<file path="config.mk">
export PLATFORM = sky130hd
export DESIGN_NAME = battery_runtime_estimator_flat
export DESIGN_NICKNAME = d
export VERILOG_FILES = /design/src/rtl/brte_pkg.sv /design/src/rtl/brte_if.sv /design/src/rtl/brte_div.sv /design/src/rtl/battery_runtime_estimator.sv /design/src/flat_wrapper.sv
export VERILOG_INCLUDE_DIRS = /design/src /design/src/rtl
export SDC_FILE = /design/constraint.sdc
export NUM_CORES = 1
export LEC_CHECK = 0
export BUFFER_PORTS_ARGS = -buffer_cell sky130_fd_sc_hd__buf_2
export CAP_MARGIN = 20
export CORE_ASPECT_RATIO = 1.75
export CORE_UTILIZATION = 55
export CTS_BUF_LIST = sky130_fd_sc_hd__clkbuf_4 sky130_fd_sc_hd__clkbuf_8 sky130_fd_sc_hd__clkbuf_16
export DETAILED_ROUTE_END_ITERATION = 6
export PLACE_DENSITY = 0.73
export SYNTH_ARGS = -nofsm -noshare
export SYNTH_HDL_FRONTEND = slang
export SYNTH_HIERARCHICAL = 1
export SYNTH_SLANG_ARGS = --single-unit
</file>
<file path="constraint.sdc">
create_clock -name clk_i -period 9.6 [get_ports clk_i]
set_clock_uncertainty 0.15 [all_clocks]
set_input_delay 0.96 -clock clk_i [delete_from_list [all_inputs] [get_ports clk_i]]
set_output_delay 0.96 -clock clk_i [all_outputs]
set_load 0.01 [all_outputs]
</file>
<file path="src/rtl/battery_runtime_estimator_macros.svh">
// Assertion macros shared by the battery runtime estimator RTL.
// No dependencies; included by the modules that carry assertions.
`ifndef BATTERY_RUNTIME_ESTIMATOR_MACROS_SVH
`define BATTERY_RUNTIME_ESTIMATOR_MACROS_SVH

// Same-cycle implication, disabled during reset.
`define BRTE_ASSERT_NOW(lbl, clk, rstn, ante, cons, msg) \
  lbl: assert property (@(posedge clk) disable iff (!rstn) (ante) |-> (cons)) \
    else $error(msg);

// Next-cycle implication, disabled during reset.
`define BRTE_ASSERT_NXT(lbl, clk, rstn, ante, cons, msg) \
  lbl: assert property (@(posedge clk) disable iff (!rstn) (ante) |=> (cons)) \
    else $error(msg);

`endif

</file>
<file path="src/rtl/brte_pkg.sv">
// Package for the battery runtime estimator: widths, reset values,
// register indexes, FSM state and divider control/status types. No dependencies.
`timescale 1ns / 1ps

package brte_pkg;

  localparam int unsigned LevelW   = 7;
  localparam int unsigned TimeW    = 32;
  localparam int unsigned RateW    = 18;
  localparam int unsigned SecW     = 26;
  localparam int unsigned CfgIdxW  = 2;
  localparam int unsigned DivCntW  = 5;

  localparam logic [LevelW-1:0] LEVEL_FULL = 7'd100;

  localparam logic [RateW-1:0] RST_DEFAULT_RATE = 18'd6048;
  localparam logic [RateW-1:0] RST_MIN_RATE     = 18'd60;
  localparam logic [RateW-1:0] RST_MAX_RATE     = 18'd200000;

  localparam logic [CfgIdxW-1:0] CFG_DEFAULT_RATE = 2'd0;
  localparam logic [CfgIdxW-1:0] CFG_MIN_RATE     = 2'd1;
  localparam logic [CfgIdxW-1:0] CFG_MAX_RATE     = 2'd2;

  typedef enum logic [1:0] {
    ST_IDLE,
    ST_DIV,
    ST_SMOOTH,
    ST_OUT
  } brte_state_e;

  typedef struct packed {
    logic start;
  } div_ctrl_t;

  typedef struct packed {
    logic busy;
    logic done;
  } div_stat_t;

endpackage

</file>
<file path="src/rtl/brte_if.sv">
// Valid/ready channel interfaces: reading input, result output, config write.
// Depends on brte_pkg.
`timescale 1ns / 1ps

interface brte_in_if;
  logic                           valid;
  logic                           ready;
  logic [brte_pkg::LevelW-1:0]    level_percent;
  logic                           charging_flag;
  logic                           plugged_flag;
  logic [brte_pkg::TimeW-1:0]     timestamp_seconds;

  modport source (output valid, level_percent, charging_flag, plugged_flag,
                  timestamp_seconds, input ready);
  modport sink   (input valid, level_percent, charging_flag, plugged_flag,
                  timestamp_seconds, output ready);
endinterface

interface brte_out_if;
  logic                              valid;
  logic                              ready;
  logic signed [brte_pkg::SecW-1:0]  seconds_remaining;
  logic [brte_pkg::RateW-1:0]        rate_estimate;

  modport source (output valid, seconds_remaining, rate_estimate, input ready);
  modport sink   (input valid, seconds_remaining, rate_estimate, output ready);
endinterface

interface brte_cfg_if;
  logic                          valid;
  logic                          ready;
  logic [brte_pkg::CfgIdxW-1:0]  index;
  logic [brte_pkg::RateW-1:0]    data;

  modport source (output valid, index, data, input ready);
  modport sink   (input valid, index, data, output ready);
endinterface

</file>
<file path="src/rtl/brte_div.sv">
// Radix-2 restoring divider, one quotient bit per cycle: 32-bit time span
// over 7-bit percent drop. Depends on brte_pkg and the assertion macros.
`timescale 1ns / 1ps
`include "battery_runtime_estimator_macros.svh"

module brte_div (
  input  logic                         clk_i,
  input  logic                         rst_ni,
  input  brte_pkg::div_ctrl_t          ctrl_i,
  input  logic [brte_pkg::TimeW-1:0]   dividend_i,
  input  logic [brte_pkg::LevelW-1:0]  divisor_i,
  output brte_pkg::div_stat_t          stat_o,
  output logic [brte_pkg::TimeW-1:0]   quotient_o
);

  logic                          busy_q, busy_d;
  logic                          done_q, done_d;
  logic [brte_pkg::DivCntW-1:0]  cnt_q, cnt_d;
  logic [brte_pkg::TimeW-1:0]    qd_q, qd_d;
  logic [brte_pkg::LevelW-1:0]   rem_q, rem_d;
  logic [brte_pkg::LevelW-1:0]   dvs_q, dvs_d;
  logic [brte_pkg::LevelW:0]     trial;
  logic [brte_pkg::LevelW:0]     diff;

  // shift next dividend bit into the partial remainder, then trial subtract
  assign trial = {rem_q, qd_q[brte_pkg::TimeW-1]};
  assign diff  = trial - {1'b0, dvs_q};

  always_comb begin
    busy_d = busy_q;
    done_d = 1'b0;
    cnt_d  = cnt_q;
    qd_d   = qd_q;
    rem_d  = rem_q;
    dvs_d  = dvs_q;
    if (ctrl_i.start && !busy_q) begin
      busy_d = 1'b1;
      cnt_d  = '0;
      qd_d   = dividend_i;
      rem_d  = '0;
      dvs_d  = divisor_i;
    end else if (busy_q) begin
      if (trial >= {1'b0, dvs_q}) begin
        rem_d = diff[brte_pkg::LevelW-1:0];
        qd_d  = {qd_q[brte_pkg::TimeW-2:0], 1'b1};
      end else begin
        rem_d = trial[brte_pkg::LevelW-1:0];
        qd_d  = {qd_q[brte_pkg::TimeW-2:0], 1'b0};
      end
      cnt_d = cnt_q + 1'b1;
      if (cnt_q == {brte_pkg::DivCntW{1'b1}}) begin
        busy_d = 1'b0;
        done_d = 1'b1;
      end
    end
  end

  always_ff @(posedge clk_i or negedge rst_ni) begin
    if (!rst_ni) begin
      busy_q <= 1'b0;
      done_q <= 1'b0;
      cnt_q  <= '0;
    end else begin
      busy_q <= busy_d;
      done_q <= done_d;
      cnt_q  <= cnt_d;
    end
  end

  always_ff @(posedge clk_i) begin
    qd_q  <= qd_d;
    rem_q <= rem_d;
    dvs_q <= dvs_d;
  end

  assign stat_o.busy = busy_q;
  assign stat_o.done = done_q;
  assign quotient_o  = qd_q;

  `BRTE_ASSERT_NOW(a_done_not_busy, clk_i, rst_ni, done_q, !busy_q, "div done while busy")
  `BRTE_ASSERT_NXT(a_start_busy, clk_i, rst_ni, ctrl_i.start && !busy_q, busy_q,
                   "div start did not raise busy")
  `BRTE_ASSERT_NOW(a_rem_bound, clk_i, rst_ni, busy_q && (dvs_q != '0), rem_q < dvs_q,
                   "partial remainder not below divisor")
  `BRTE_ASSERT_NXT(a_done_follows, clk_i, rst_ni,
                   busy_q && (cnt_q == {brte_pkg::DivCntW{1'b1}}), done_q,
                   "div done missing after last step")

endmodule

</file>
<file path="src/rtl/battery_runtime_estimator.sv">
// Battery runtime estimator top level: sequencer, baseline/rate state,
// config registers and result register. Depends on brte_pkg, brte_if, brte_div.
`timescale 1ns / 1ps
`include "battery_runtime_estimator_macros.svh"

// Channel  Dir  Beat carries
// -------  ---  ----------------------------------------------------------
// cfg_i    in   index (2b), data (18b): default_rate / min_rate / max_rate
// in_i     in   level_percent, charging_flag, plugged_flag, timestamp_seconds
// res_o    out  seconds_remaining (26b signed), rate_estimate (18b)
//
// A reading that falls in level with time advanced passes from accept
// through 32 divider steps (one quotient bit per cycle in brte_div), the
// clamp into the sample register, smoothing and the result load; any other
// reading goes straight to the result load. in_i.ready is high only while
// the sequencer is idle. A finished result waits in the res_o register; the
// next beat is taken meanwhile, and the sequencer holds in its result state
// while that register is still full. cfg_i is always ready. Reset is
// asynchronous, active low, and needs no clearing pass.

module battery_runtime_estimator (
  input  logic          clk_i,
  input  logic          rst_ni,
  brte_cfg_if.sink      cfg_i,
  brte_in_if.sink       in_i,
  brte_out_if.source    res_o
);

  brte_pkg::brte_state_e state_q, state_d;

  // config registers
  logic [brte_pkg::RateW-1:0]   def_rate_q, def_rate_d;
  logic [brte_pkg::RateW-1:0]   min_rate_q, min_rate_d;
  logic [brte_pkg::RateW-1:0]   max_rate_q, max_rate_d;

  // estimator state
  logic [brte_pkg::LevelW-1:0]  base_level_q, base_level_d;
  logic [brte_pkg::TimeW-1:0]   base_time_q, base_time_d;
  logic                         base_valid_q, base_valid_d;
  logic [brte_pkg::RateW-1:0]   rate_q, rate_d;

  // current reading, held for the length of the item
  logic [brte_pkg::LevelW-1:0]  cur_level_q, cur_level_d;
  logic [brte_pkg::TimeW-1:0]   cur_time_q, cur_time_d;
  logic                         powered_q, powered_d;
  logic [brte_pkg::RateW-1:0]   sample_q, sample_d;

  // result register
  logic                         res_valid_q, res_valid_d;
  logic [brte_pkg::SecW-1:0]    res_sec_q, res_sec_d;
  logic [brte_pkg::RateW-1:0]   res_rate_q, res_rate_d;

  // divider hookup
  brte_pkg::div_ctrl_t          div_ctrl;
  brte_pkg::div_stat_t          div_stat;
  logic [brte_pkg::TimeW-1:0]   div_dividend;
  logic [brte_pkg::LevelW-1:0]  div_divisor;
  logic [brte_pkg::TimeW-1:0]   div_quot;

  logic [brte_pkg::LevelW-1:0]  in_level;
  logic                         in_powered;
  logic [brte_pkg::TimeW-1:0]   clamp_lo;
  logic [brte_pkg::TimeW-1:0]   clamp_hi;
  logic [brte_pkg::RateW+1:0]   smooth_sum;
  logic [brte_pkg::LevelW+brte_pkg::RateW-1:0] product;

  // levels above full read as full
  assign in_level   = (in_i.level_percent > brte_pkg::LEVEL_FULL) ?
                      brte_pkg::LEVEL_FULL : in_i.level_percent;
  assign in_powered = in_i.charging_flag | in_i.plugged_flag;

  assign div_dividend = in_i.timestamp_seconds - base_time_q;
  assign div_divisor  = base_level_q - in_level;

  // min clamp first, then max, so max wins on crossed limits
  assign clamp_lo = (div_quot < {{(brte_pkg::TimeW-brte_pkg::RateW){1'b0}}, min_rate_q}) ?
                    {{(brte_pkg::TimeW-brte_pkg::RateW){1'b0}}, min_rate_q} : div_quot;
  assign clamp_hi = (clamp_lo > {{(brte_pkg::TimeW-brte_pkg::RateW){1'b0}}, max_rate_q}) ?
                    {{(brte_pkg::TimeW-brte_pkg::RateW){1'b0}}, max_rate_q} : clamp_lo;

  // 3*rate + sample, then /4
  assign smooth_sum = {2'b00, rate_q} + {1'b0, rate_q, 1'b0} + {2'b00, sample_q};

  assign product = cur_level_q * rate_q;

  brte_div u_div (
    .clk_i      (clk_i),
    .rst_ni     (rst_ni),
    .ctrl_i     (div_ctrl),
    .dividend_i (div_dividend),
    .divisor_i  (div_divisor),
    .stat_o     (div_stat),
    .quotient_o (div_quot)
  );

  always_comb begin
    state_d      = state_q;
    def_rate_d   = def_rate_q;
    min_rate_d   = min_rate_q;
    max_rate_d   = max_rate_q;
    base_level_d = base_level_q;
    base_time_d  = base_time_q;
    base_valid_d = base_valid_q;
    rate_d       = rate_q;
    cur_level_d  = cur_level_q;
    cur_time_d   = cur_time_q;
    powered_d    = powered_q;
    sample_d     = sample_q;
    res_valid_d  = res_valid_q;
    res_sec_d    = res_sec_q;
    res_rate_d   = res_rate_q;
    div_ctrl.start = 1'b0;

    if (res_o.ready) begin
      res_valid_d = 1'b0;
    end

    // the user must send config beats only while the sequencer is idle; the block does not enforce it
    if (cfg_i.valid) begin
      case (cfg_i.index)
        brte_pkg::CFG_DEFAULT_RATE: begin
          def_rate_d = cfg_i.data;
          if (!base_valid_q) begin
            rate_d = cfg_i.data;
          end
        end
        brte_pkg::CFG_MIN_RATE: min_rate_d = cfg_i.data;
        brte_pkg::CFG_MAX_RATE: max_rate_d = cfg_i.data;
        default: ;
      endcase
    end

    case (state_q)
      brte_pkg::ST_IDLE: begin
        if (in_i.valid) begin
          cur_level_d = in_level;
          cur_time_d  = in_i.timestamp_seconds;
          powered_d   = in_powered;
          state_d     = brte_pkg::ST_OUT;
          if (!base_valid_q || in_powered || (in_level > base_level_q)) begin
            base_level_d = in_level;
            base_time_d  = in_i.timestamp_seconds;
            base_valid_d = 1'b1;
          end else if (in_level < base_level_q) begin
            if (in_i.timestamp_seconds > base_time_q) begin
              div_ctrl.start = 1'b1;
              state_d        = brte_pkg::ST_DIV;
            end else begin
              // no time elapsed: move baseline, keep rate
              base_level_d = in_level;
              base_time_d  = in_i.timestamp_seconds;
            end
          end
        end
      end
      brte_pkg::ST_DIV: begin
        if (div_stat.done) begin
          sample_d = clamp_hi[brte_pkg::RateW-1:0];
          state_d  = brte_pkg::ST_SMOOTH;
        end
      end
      brte_pkg::ST_SMOOTH: begin
        rate_d       = smooth_sum[brte_pkg::RateW+1:2];
        base_level_d = cur_level_q;
        base_time_d  = cur_time_q;
        state_d      = brte_pkg::ST_OUT;
      end
      brte_pkg::ST_OUT: begin
        if (!res_valid_q || res_o.ready) begin
          res_valid_d = 1'b1;
          res_rate_d  = rate_q;
          if (powered_q || (rate_q == '0)) begin
            res_sec_d = '1;
          end else begin
            res_sec_d = {1'b0, product};
          end
          state_d = brte_pkg::ST_IDLE;
        end
      end
      default: state_d = brte_pkg::ST_IDLE;
    endcase
  end

  always_ff @(posedge clk_i or negedge rst_ni) begin
    if (!rst_ni) begin
      state_q      <= brte_pkg::ST_IDLE;
      def_rate_q   <= brte_pkg::RST_DEFAULT_RATE;
      min_rate_q   <= brte_pkg::RST_MIN_RATE;
      max_rate_q   <= brte_pkg::RST_MAX_RATE;
      base_level_q <= '0;
      base_time_q  <= '0;
      base_valid_q <= 1'b0;
      rate_q       <= brte_pkg::RST_DEFAULT_RATE;
      res_valid_q  <= 1'b0;
    end else begin
      state_q      <= state_d;
      def_rate_q   <= def_rate_d;
      min_rate_q   <= min_rate_d;
      max_rate_q   <= max_rate_d;
      base_level_q <= base_level_d;
      base_time_q  <= base_time_d;
      base_valid_q <= base_valid_d;
      rate_q       <= rate_d;
      res_valid_q  <= res_valid_d;
    end
  end

  // payload, no reset needed
  always_ff @(posedge clk_i) begin
    cur_level_q <= cur_level_d;
    cur_time_q  <= cur_time_d;
    powered_q   <= powered_d;
    sample_q    <= sample_d;
    res_sec_q   <= res_sec_d;
    res_rate_q  <= res_rate_d;
  end

  assign cfg_i.ready             = 1'b1;
  assign in_i.ready              = (state_q == brte_pkg::ST_IDLE);
  assign res_o.valid             = res_valid_q;
  assign res_o.seconds_remaining = res_sec_q;
  assign res_o.rate_estimate     = res_rate_q;

  `BRTE_ASSERT_NXT(a_accept_leaves_idle, clk_i, rst_ni, in_i.valid && in_i.ready,
                   state_q != brte_pkg::ST_IDLE, "sequencer stayed idle after a beat")
  `BRTE_ASSERT_NOW(a_div_tracks, clk_i, rst_ni, state_q == brte_pkg::ST_DIV,
                   div_stat.busy || div_stat.done, "divide state without divider activity")
  `BRTE_ASSERT_NOW(a_idle_div_free, clk_i, rst_ni, state_q == brte_pkg::ST_IDLE,
                   !div_stat.busy, "divider busy while sequencer idle")
  `BRTE_ASSERT_NXT(a_smooth_valid, clk_i, rst_ni, state_q == brte_pkg::ST_SMOOTH,
                   base_valid_q && (state_q == brte_pkg::ST_OUT),
                   "smoothing step did not lead to result")

endmodule
</file>
<file path="src/flat_wrapper.sv">
// flat-port wrapper written by rule: the top's interface ports become plain ports
module battery_runtime_estimator_flat 
  (clk_i, rst_ni, cfg_i_valid, cfg_i_index, cfg_i_data, cfg_i_ready, in_i_valid, in_i_level_percent, in_i_charging_flag, in_i_plugged_flag, in_i_timestamp_seconds, in_i_ready, res_o_valid, res_o_seconds_remaining, res_o_rate_estimate, res_o_ready);
  brte_cfg_if cfg_i_i ();
  brte_in_if in_i_i ();
  brte_out_if res_o_i ();
  input  logic clk_i;
  input  logic rst_ni;
  input wire logic [$bits(cfg_i_i.valid)-1:0] cfg_i_valid;
  input wire logic [$bits(cfg_i_i.index)-1:0] cfg_i_index;
  input wire logic [$bits(cfg_i_i.data)-1:0] cfg_i_data;
  output wire logic [$bits(cfg_i_i.ready)-1:0] cfg_i_ready;
  input wire logic [$bits(in_i_i.valid)-1:0] in_i_valid;
  input wire logic [$bits(in_i_i.level_percent)-1:0] in_i_level_percent;
  input wire logic [$bits(in_i_i.charging_flag)-1:0] in_i_charging_flag;
  input wire logic [$bits(in_i_i.plugged_flag)-1:0] in_i_plugged_flag;
  input wire logic [$bits(in_i_i.timestamp_seconds)-1:0] in_i_timestamp_seconds;
  output wire logic [$bits(in_i_i.ready)-1:0] in_i_ready;
  output wire logic [$bits(res_o_i.valid)-1:0] res_o_valid;
  output wire logic [$bits(res_o_i.seconds_remaining)-1:0] res_o_seconds_remaining;
  output wire logic [$bits(res_o_i.rate_estimate)-1:0] res_o_rate_estimate;
  input wire logic [$bits(res_o_i.ready)-1:0] res_o_ready;
  assign cfg_i_i.valid = cfg_i_valid;
  assign cfg_i_i.index = cfg_i_index;
  assign cfg_i_i.data = cfg_i_data;
  assign cfg_i_ready = cfg_i_i.ready;
  assign in_i_i.valid = in_i_valid;
  assign in_i_i.level_percent = in_i_level_percent;
  assign in_i_i.charging_flag = in_i_charging_flag;
  assign in_i_i.plugged_flag = in_i_plugged_flag;
  assign in_i_i.timestamp_seconds = in_i_timestamp_seconds;
  assign in_i_ready = in_i_i.ready;
  assign res_o_valid = res_o_i.valid;
  assign res_o_seconds_remaining = res_o_i.seconds_remaining;
  assign res_o_rate_estimate = res_o_i.rate_estimate;
  assign res_o_i.ready = res_o_ready;
  battery_runtime_estimator u_core (.clk_i(clk_i), .rst_ni(rst_ni), .cfg_i(cfg_i_i), .in_i(in_i_i), .res_o(res_o_i));
endmodule
</file>
# Word-level counts from Yosys, hierarchy flattened
# Index checks and enable logic that the tools add are counted.
# W data, S select, Z words.
[word_totals]
regBits = 252
elab_cells = 117
[classes]
addsub = 6
mul = 1
magnitude_cmp = 7
eq_ne = 12
muxes = 45
n_bitwise = 1
reduce_logical = 24
[op_table]
columns = ["operator", "count"]
rows = [
  ["$mux W32", 7],
  ["$mux W18", 5],
  ["$pmux W32 S2", 1],
  ["$mux W7", 6],
  ["$gt A32 B18 Y1", 1],
  ["$gt A32 B32 Y1", 1],
  ["$lt A32 B18 Y1", 1],
  ["$sub A32 B32 Y32", 1],
  ["$mux W26", 1],
  ["$mul A7 B18 Y25", 1],
  ["$add A18 B19 Y20", 1],
  ["$add A20 B18 Y20", 1],
  ["$logic_not A18 Y1", 1],
  ["$mux W1", 15],
  ["$pmux W7 S2", 1],
  ["$sub A7 B7 Y7", 2],
  ["$mux W2", 6],
  ["$mux W5", 2],
  ["$reduce_and A2 Y1", 5],
  ["$reduce_and A3 Y1", 3],
  ["$ge A8 B7 Y1", 1],
  ["$pmux W2 S4", 1],
  ["$reduce_bool A2 Y1", 4],
  ["$gt A7 B7 Y1", 1],
  ["16 further kinds", 27],
]

# Longest topological paths before layout
[depth]
word_depth = 9
depth_mapped = 22
depth_no_buf = 20

# Cells and area by module
# Netlist, hierarchy kept.
[by_module_without_submodules]
columns = ["module", "instances", "cells_each", "area_each_um2", "seq_area_each_um2"]
rows = [
  ["battery_runtime_estimator", 1, 1621, 16318.2, 5510.3],
  ["brte_div", 1, 193, 2563.7, 1486.4],
]

# Worst setup path after synthesis
# OpenSTA, ideal clock, no wires.
[synth_path]
kind = "register to register"
startpoint = "register u_core/min_rate_q[2] (netlist bit)"
endpoint = "register u_core/sample_q[11] (netlist bit) (data pin)"
setup_time_ns = 0.262
arrival_time_ns = 4.986
required_time_ns = 9.188
setup_slack_ns = 4.202
path_stages_with_launch = 20
n_path_buf = 1
cell_sequence = "dfstp_2 -> inv_1 -> ha_1 -> a21o_1 -> a211oi_2 -> o21bai_1 -> a221o_1 -> a2111oi_4 -> mux2_2 -> ha_1 -> nor2b_1 -> o21a_1 -> o21a_1 -> o211ai_1 -> a21boi_0 -> o311a_1 -> o31ai_1 -> nand2_1 -> clkbuf_1 -> mux2_1"
[synth_via]
elab_chain_cells = 4
[synth_rtl]
columns = ["item", "line", "source"]
rows = [
  ["start: declaration", "battery_runtime_estimator.sv:33", "logic [brte_pkg::RateW-1:0] min_rate_q, min_rate_d;"],
  ["start signal: assignment", "battery_runtime_estimator.sv:188", "min_rate_q <= brte_pkg::RST_MIN_RATE;"],
  ["start signal: assignment", "battery_runtime_estimator.sv:198", "min_rate_q <= min_rate_d;"],
  ["$lt A32 B18 Y1", "battery_runtime_estimator.sv:76", "assign clamp_lo = (div_quot < {{(brte_pkg::TimeW-brte_pkg::RateW){1'b0}}, min_rate_q}) ?"],
  ["$mux W32 (*)", "battery_runtime_estimator.sv:76", ""],
  ["$gt A32 B18 Y1", "battery_runtime_estimator.sv:78", "assign clamp_hi = (clamp_lo > {{(brte_pkg::TimeW-brte_pkg::RateW){1'b0}}, max_rate_q}) ?"],
  ["$mux W18 (*)", "battery_runtime_estimator.sv:78", ""],
  ["net u_core.clamp_hi, one bit", "battery_runtime_estimator.sv:63", "logic [brte_pkg::TimeW-1:0] clamp_hi;"],
  ["end signal: assignment", "battery_runtime_estimator.sv:213", "sample_q <= sample_d;"],
  ["end: declaration", "battery_runtime_estimator.sv:46", "logic [brte_pkg::RateW-1:0] sample_q, sample_d;"],
]
# Mark *: on every way through the listed nets, which the timed path passes. The rest lies on a longest branch.
# A chain may end at the register's enable or synchronous reset.

# Worst setup path in the final report
[layout_path]
startpoint = "register u_core/cur_level_q[6] (netlist bit)"
endpoint = "register u_core.res_sec_q, in the netlist u_core/res_o.seconds_remaining[23] (data pin)"
[layout_via]
elab_chain_cells = 1
[layout_rtl]
columns = ["item", "line", "source"]
rows = [
  ["start: declaration", "battery_runtime_estimator.sv:43", "logic [brte_pkg::LevelW-1:0] cur_level_q, cur_level_d;"],
  ["start signal: assignment", "battery_runtime_estimator.sv:210", "cur_level_q <= cur_level_d;"],
  ["$mul A7 B18 Y25", "battery_runtime_estimator.sv:84", "assign product = cur_level_q * rate_q;"],
  ["end signal: assignment", "battery_runtime_estimator.sv:214", "res_sec_q <= res_sec_d;"],
  ["end: declaration", "battery_runtime_estimator.sv:50", "logic [brte_pkg::SecW-1:0] res_sec_q, res_sec_d;"],
]
# Every way passes these cells.

==> run_results.csv <==
group,metric,value,unit
detailed_routing,postRouteAntennaNets,0,
critical_path,r2r_slack,3.56,ns
detailed_routing,wl,43.6,mm
global_route,grt_max_degree,104,
critical_path,r2r_cells,17,
critical_path,worst-path-max-fanout,19,
place,portBuffers,111,
clock_tree,cts_setup_buffers,0,
sta,fin_crit,6.04,ns
power,p_total,4.10,mW
floorplan,die_y,247,um
clock_tree,cts-resized-gates,0,
detailed_routing,wl_per_cell,18.4,um
sta,rsz0062_at_grt,"no",
place,hpwl,33.3,mm
sta,tightestPinTransition,1.08,ns
power,p_sw,1.50,mW
synthesis,yosysWarnings,6,
detailed_routing,drt_iter0_drc,583,
finish,fill_cells,2814,
detailed_routing,dr.pass1.iters,6,
clock_tree,hold_buffers,0,
floorplan,dieWidth,142,um
clock_tree,clk_pin_slew,0.07,ns
synthesis,avgSynthCellArea,10.4,um^2
floorplan,io_pins,113,
sta,finalSetupViolCount,0,
critical_path,crit_type,"reg2reg",
sta,final.setup.tns,0,ns
run,maxCapViolations,0,
synthesis,syn_inst,1813,
detailed_routing,drc_errors,0,
clock_tree,cts.htree.levels,1,
power,p_int,2.60,mW
global_route,overflow,0,
floorplan,start_util,55.9,%
power,leakagePower,9.32,nW
critical_path,regToRegEndpoint,"u_core/res_o.seconds_remaining[23]",
sta,clock.fmax,166,MHz
place,gp_congestion,0.955,
power,switching_share,36.6,%
synthesis,postSynthNetCount,2135,
global_route,grt_pass1_vias,14241,
clock_tree,cts_sinks,252,
power,power.density,198,nW/um^2
critical_path,cp.required,9.73,ns
power,p_clk_share,24.4,%
sta,hold_viol_final,0,
floorplan,core,33700,um^2
worst_hold_path,hp-class,"in2async",
sta,period_share,62.9,%
clock_tree,root_buffer,"clkbuf_16",
power,combPwrFrac,43.0,%
finish,stdcell_area,20700,um^2
clock_tree,clock_path_buffers,3,
finish,drive_gt1_share,15.8,%
detailed_routing,via_per_inst,5.77,
critical_path,startpoint,"u_core/cur_level_q[6]",
floorplan,dieArea,35100,um^2
clock_tree,cts_tree,"built",
clock_tree,worstSkewPairLatency,0.56,ns
power,ir_drop,0.145,mV
critical_path,start_kind,"register",
critical_path,timing.rr.start,"u_core/cur_level_q[6]",
global_route,grt_pass1_wl,70.6,mm
sta,drv_slew,0,
power,power_frac_seq,32.5,%
synthesis,syn_area,18900,um^2
critical_path,crit_path_end_kind,"register",
global_route,track_usage,25.6,%
critical_path,arrival,6.16,ns
place,place_area,19800,um^2
run_status,status,"complete, no violations",
finish,syn2layout_area_growth,9.86,%
finish,fin_nets,2219,
floorplan,rows,89,
sta,max_slew_margin,27.7,%
clock_tree,cts_made_buffers,25,
detailed_routing,vias,13682,
global_route,antenna_found_initial,4,
## worst max path at each step
stage	to	slack (ns)	cells after the start
finish	u_core/res_o.seconds_remaining[23]	3.56	17
global route	u_core/res_o.seconds_remaining[23]	3.37	17
floorplan	u_core/sample_q[11]	4.20	19
global placement	u_core/sample_q[12]	3.88	19
CTS	u_core/sample_q[14]	3.67	19
detailed placement	u_core/res_o.seconds_remaining[23]	3.73	17
## worst max-delay path, cell delays in order (launching register included)
cell      delay (ns)
edfxtp_1        0.66
and2_1          0.29
fa_1            0.53
fa_1            0.53
fa_1            0.55
inv_1           0.06
fa_1            0.52
inv_1           0.04
ha_1            0.32
o21a_1          0.16
o21ai_0         0.11
a311oi_1        0.46
o21ai_0         0.30
a21oi_1         0.36
o221ai_1        0.24
o21ai_0         0.24
xnor2_1         0.14
nand2_1         0.07
## sequential cells by signal (all words and copies together) (netlist names)
register	flops
u_core/u_div/rem_q	7
u_core/u_div/dvs_q	7
u_core/cur_time_q	32
u_core/min_rate_q	18
u_core/res_o.rate_estimate	18
u_core/res_o.seconds_remaining	26
u_core/u_div/done_q	1
u_core/base_valid_q	1
u_core/state_q	2
u_core/u_div/cnt_q	5
u_core/rate_q	18
u_core/sample_q	18
u_core/powered_q	1
u_core/u_div/quotient_o	32
u_core/base_level_q	7
u_core/res_o.valid	1
u_core/cur_level_q	7
u_core/base_time_q	32
u_core/max_rate_q	18
u_core/u_div/busy_q	1
## per-layer routing
metal | vias up | share of wire, % | GRT usage (%)
li1 | 6515 | - | -
met1 | 6766 | 36 | 25.9
met2 | 284 | 56 | 51.3
met3 | 113 | 3.0 | 2.58
met4 | 4 | 4.2 | 11.6
met5 | - | 0.060 | 0
## per-stage QoR
| stage | setup slack (ns) | cells | hold slack [ns] | utilization (%) |
|---|---|---|---|---|
| after floorplan | 4.20 | 1813 | 0.289 | - |
| after global placement | 3.88 | 2323 | 0.307 | 58.8 |
| after detailed placement | 3.73 | 2323 | 0.321 | 58.8 |
| after CTS | 3.67 | 2369 | 0.267 | 61.3 |
| after global routing | 3.37 | 2373 | 0.305 | 61.5 |
| final | 3.56 | 2373 | 0.261 | 61.5 |
## area by class of cell
cell class | count | area [um^2] | share of cell area (%)
Antenna cell | 2 | 5.00 | 0.0241
Clock buffer | 34 | 736 | 3.55
Tap cell | 455 | 569 | 2.75
Multi-Input combinational cell | 1280 | 10800 | 52.3
Clock inverter | 12 | 100 | 0.483
Sequential cell | 252 | 7000 | 33.7
Inverter | 215 | 807 | 3.89
Timing Repair Buffer | 123 | 681 | 3.28
## layout by cell type, fill, tap and decap left out, types with 36 or more instances in the layout
master	n
and2_1	79
xnor2_1	36
dfrtp_1	88
fa_1	100
mux2_2	83
ha_1	155
o21ai_0	45
o221ai_1	42
inv_1	215
a21oi_1	82
nand2_1	163
mux2i_1	44
edfxtp_1	141
nand3_1	58
buf_2	110
nor2_1	72
## power groups by stage
stage	clock network (mW)	registers (mW)	logic (mW)
after floorplan	0	1.32	1.40
after global placement	0	1.35	1.68
after detailed placement	0	1.36	1.74
after CTS	1.02	1.34	1.76
after global routing	1.05	1.34	2.01
final	1.00	1.33	1.77
Power figures use the tool's default switching activity.
